==> src/design/idmap_pkg.sv <==
// ----------------------------------------------------------------------------
// idmap_pkg
// Shared widths, opcodes, status codes and controller/datapath link types
// for the two-phase key-to-row map.
// ----------------------------------------------------------------------------
package idmap_pkg;

    localparam int OPW   = 3;
    localparam int KEYW  = 64;
    localparam int ROWW  = 10;
    localparam int STW   = 4;
    localparam int LIVEW = 9;

    localparam logic [OPW-1:0] OP_RESERVE  = 3'd0;
    localparam logic [OPW-1:0] OP_COMMIT   = 3'd1;
    localparam logic [OPW-1:0] OP_ROLLBACK = 3'd2;
    localparam logic [OPW-1:0] OP_ERASE    = 3'd3;
    localparam logic [OPW-1:0] OP_FIND     = 3'd4;
    localparam logic [OPW-1:0] OP_LABEL    = 3'd5;

    localparam logic [STW-1:0] ST_OK        = 4'd0;
    localparam logic [STW-1:0] ST_RESKEY    = 4'd1;
    localparam logic [STW-1:0] ST_PENDING   = 4'd2;
    localparam logic [STW-1:0] ST_PRESENT   = 4'd3;
    localparam logic [STW-1:0] ST_NOT_FOUND = 4'd4;
    localparam logic [STW-1:0] ST_NO_RESV   = 4'd5;
    localparam logic [STW-1:0] ST_FULL      = 4'd6;
    localparam logic [STW-1:0] ST_ROW_ORDER = 4'd7;
    localparam logic [STW-1:0] ST_ROW_RANGE = 4'd8;

    typedef struct packed {
        logic load;
        logic scan;
        logic rd;
        logic exec;
    } idmap_cmd_t;

    typedef struct packed {
        logic scan_last;
    } idmap_stat_t;

endpackage

==> src/design/idmap_ctrl.sv <==
// ----------------------------------------------------------------------------
// idmap_ctrl
// Sequencer: latch beat, scan key table, flush compare, read rows, execute.
// ----------------------------------------------------------------------------
module idmap_ctrl
    import idmap_pkg::*;
(
    input  logic        clk,
    input  logic        rst_n,
    input  logic        start,
    input  idmap_stat_t stat,
    output logic        busy,
    output idmap_cmd_t  cmd
);

    typedef enum logic [2:0] {
        S_IDLE,
        S_SCAN,
        S_FLUSH,
        S_READ,
        S_EXEC
    } state_t;

    state_t state_reg;
    state_t state_next;

    always_comb
    begin
        state_next = state_reg;
        case (state_reg)
            S_IDLE:  if (start) state_next = S_SCAN;
            S_SCAN:  if (stat.scan_last) state_next = S_FLUSH;
            S_FLUSH: state_next = S_READ;
            S_READ:  state_next = S_EXEC;
            S_EXEC:  state_next = S_IDLE;
            default: state_next = S_IDLE;
        endcase
    end

    always_ff @(posedge clk or negedge rst_n)
    begin
        if (!rst_n)
        begin
            state_reg <= S_IDLE;
        end
        else
        begin
            state_reg <= state_next;
        end
    end

    assign busy     = (state_reg != S_IDLE);
    assign cmd.load = (state_reg == S_IDLE) && start;
    assign cmd.scan = (state_reg == S_SCAN);
    assign cmd.rd   = (state_reg == S_READ);
    assign cmd.exec = (state_reg == S_EXEC);

endmodule

==> config.mk <==
export PLATFORM = sky130hd
export DESIGN_NAME = idmap_ctrl
export DESIGN_NICKNAME = d
export VERILOG_FILES = /design/src/design/idmap_pkg.sv /design/src/design/idmap_ctrl.sv
export SDC_FILE = /design/constraint.sdc
export NUM_CORES = 1
export LEC_CHECK = 0
export BUFFER_PORTS_ARGS = -buffer_cell sky130_fd_sc_hd__buf_2
export CORE_AREA = 2 2 39 41
export CTS_BUF_LIST = sky130_fd_sc_hd__clkbuf_2
export CTS_CLUSTER_DIAMETER = 100
export DETAILED_ROUTE_END_ITERATION = 8
export DIE_AREA = 0 0 41 43
export GPL_TIMING_DRIVEN = 0
export HOLD_SLACK_MARGIN = 0.1
export PLACE_DENSITY = 0.33
export SLEW_MARGIN = 20
export SYNTH_ARGS = -nofsm -noshare
export SYNTH_HDL_FRONTEND = slang
export SYNTH_SLANG_ARGS = --single-unit
export TNS_END_PERCENT = 1
==> constraint.sdc <==
create_clock -name clk -period 1.1 [get_ports clk]
set_input_delay 0.22 -clock clk [delete_from_list [all_inputs] [get_ports clk]]
set_output_delay 0.22 -clock clk [all_outputs]
set_load 0.01 [all_outputs]
==> metrics.md <==
| Metric | Value |
|---|---|
| TNS Setup | -1.108 ns |
| I/O pin count | 9 |
| Core Box Area | approximately 1400 um2 |
| Die width | about 41 um |
| GRT Total Usage | between 6 and 7% |
| Max clock buf depth | 2 |
| Met1 WL | 206 um |
| Fin. max-slew vios | 0 |
| Post-DR wirelength/cell | approximately 8.9 um |
| Crit share post-route | 127.1% |
| Endpoints failing hold | 0 |
| Number of global-route vias before repair | 178 |
| Setup CP Type | register to output pin |
| Initial Util | approximately an eighth |
| Synth area leaders | dfrtp_1, and3b_1, nor3b_1, a21oi_1, or3b_1 |
| Outcome | finished with violations |
| Largest area contributor in the netlist | dfrtp_1 |
| Die Footprint | approximately 1800 um2 |
| Worst-Margin Slew | approximately 0.15 ns |
| Met3 wire length | between 50 and 60 um |
| CP max stage delay | approximately 0.41 ns |
| Failing checks | negative setup slack |
| Root Buffer Master | clkbuf_2 |
| Pwr Density | ~2700 nW/um2 |
| RSZ-0062 raised after global routing | true |
| Worst setup EP type | output pin |
| Layout area overhead | 93.80% |
| Reg clk slew, reported paths | about 0.04 ns |
| Tmin final | 1.399 ns |
| Initial antenna violation count | 0 |
| Max layer used | met3 |
| Drt pass-1 iters | 4 |
| Total gr overflow | 0 |
| Iter 0 DRT Violations | 3 |
| Share of Yosys cell area claimed by the top area cell type | 46.51% |
| Via-to-Cell Ratio | around 3.7 |
| Yosys reg bits | 3 |
| HP Class | input port to register |
| Count leader, synth | dfrtp_1 |
| First-pass GRT wire length | approximately 660 um |
| Hold slack | a little under 0.3 ns |
| Routed Antenna Nets | 0 |
| Commonest register cell after synthesis | dfrtp_1 |
| Vias post-DR | around 180 |
| H-tree depth | 1 |
| Final net count | 37 |
| Syn Area/Cell | 10.09 um2 |
| GPL Wtd Cong | 0.6025 |
| Die height | 43 um |
| CTS Buf Count | 3 |
| Mapped Nets | 20 |
| Largest net degree at the start of global routing | 9 |
| Most frequent cells after synthesis | dfrtp_1, a21oi_1, and3b_1, nor3b_1 |
| Static leakage | ~0.00016 uW |
| Yosys warns | 0 |
| Diodes inserted | 0 |
| Placement Setup Slack | -0.1549 ns |
| Layout cells sized above 1 | between 60% and 70% |
| Slew headroom | about nine tenths |
| Wirelength, routed | 428 um |
| Netlist cell types | 11 |
| Clk_skew | approximately 0.0027 ns |
| Max Freq | ~720 MHz |
| Max-cap violation count | 0 |
| Post-synthesis cell count | 16 |
| Synthesized cell area | 161.4 um2 |
| VDD IR-drop max | between 0.0007 and 0.0008 V |
| Input/output buffers | 8 |
| Clk Latency, worst-skew pair | roughly 0.2 ns |
| Async SR Flop Fraction | between 90% and 100% |
| Largest register FFs | 3 |
| Worst EP arrival | ~1.2 ns |
| Sequential share of the synthesized area | approximately 47% |
| Crit Path Max Fanout | 2 |
| CTS Sinks | 3 |
| CP max-delay cell | or3_4 |
| Critical Path, Cell by Cell | or3_4, nor2_4, buf_6 |
| Rows | 14 |
| Setup-failing EPs final | 6 |
| Drt drc | 0 |
| Metal2 WL | about 170 um |
| Critical Path RT | approximately 0.9 ns |
| CTS tree | yes |
| Final worst setup slack | -0.2985 ns |
| Crit start category | register |
| Post-synth EDFFs | 0 |
## worst max-delay path: cells and delay by family, from the launching register on
family	cells	cell delay, ns
buffers and inverters	1	0.10
DFF	1	0.38
and+or+nand+nor	2	0.50
## metal layers
layer  up-vias  GRT usage, %
met4         0         6.000
met2        11         7.187
met3         0         3.141
met5         -             0
li1         91             -
met1        77         7.143
## path summary, 6_finish.rpt
check | cells past startpoint | to | startpoint | slack, ns
worst max-delay path | 3 | cmd[3] | state_reg[2] | -0.30
worst min-delay path | 3 | state_reg[1] | stat | 0.30
worst max register to register | 3 | state_reg[0] | state_reg[0] | 0
worst min register to register | 2 | state_reg[0] | state_reg[2] | 0.58
max in group asynchronous | 2 | state_reg[0] | rst_n | 0.65
min in group asynchronous | 2 | state_reg[2] | rst_n | 0.33
## where the power goes
group / leakage (uW) / total, uW / internal [uW] / switching, uW
clock network: 0.0000166 / 155 / 95.9 / 59.1
registers: 0.0000361 / 201 / 162 / 39.1
logic: 0.000103 / 481 / 266 / 215
## what timing repair did
| action | CTS | global route |
|---|---|---|
| setup buffers | 3 | 0 |
| setup endpoints to repair | 5 | 6 |
| hold buffers | 1 | 0 |
| cloned | 0 | 0 |
| gates resized for setup | 6 | 1 |
| hold endpoints to repair | 3 | 0 |
| pin swaps | 1 | 0 |
## metrics by stage
stage | area, um2 | total power (uW) | util [%] | cells
detailed placement | 234.0 | 542.3 | 16.91 | 40
global route | 312.8 | 910.2 | 22.60 | 48
floorplan | 173.9 | 429.7 | - | 16
finish | 312.8 | 837.2 | 22.60 | 48
global placement | 234.0 | 538.4 | 16.91 | 40
CTS | 309.0 | 836.3 | 22.33 | 48
## layout make-up
type,count,area [um2]
Timing Repair Buffer,12,82.58
Clock buffer,4,20.02
Multi-Input combinational cell,12,108.9
Fill cell,149,1071
Sequential cell,3,77.57
Tap cell,16,20.02
Inverter,1,3.754
## cell usage in the layout, fill, tap and decap left out
master / n
a21oi_1: 1
a21oi_2: 1
and3b_1: 2
buf_2: 7
buf_4: 2
buf_6: 2
clkbuf_2: 4
dfrtp_1: 1
dfrtp_2: 2
dlygate4sd3_1: 1
inv_1: 1
nand2b_1: 1
nand3b_1: 1
nor2_4: 1
nor3b_2: 2
o21bai_1: 1
or3_4: 1
or3b_1: 1
## cells by family (layout without fill, tap and decap cells)
group           count (synthesis)  in the layout  share of synthesized area, %
buf+inv                         1             17                         2.323
simple gates                    9              9                         40.31
flops                           3              3                         46.51
compound gates                  3              3                         10.85
Power figures use the tool's default switching activity.
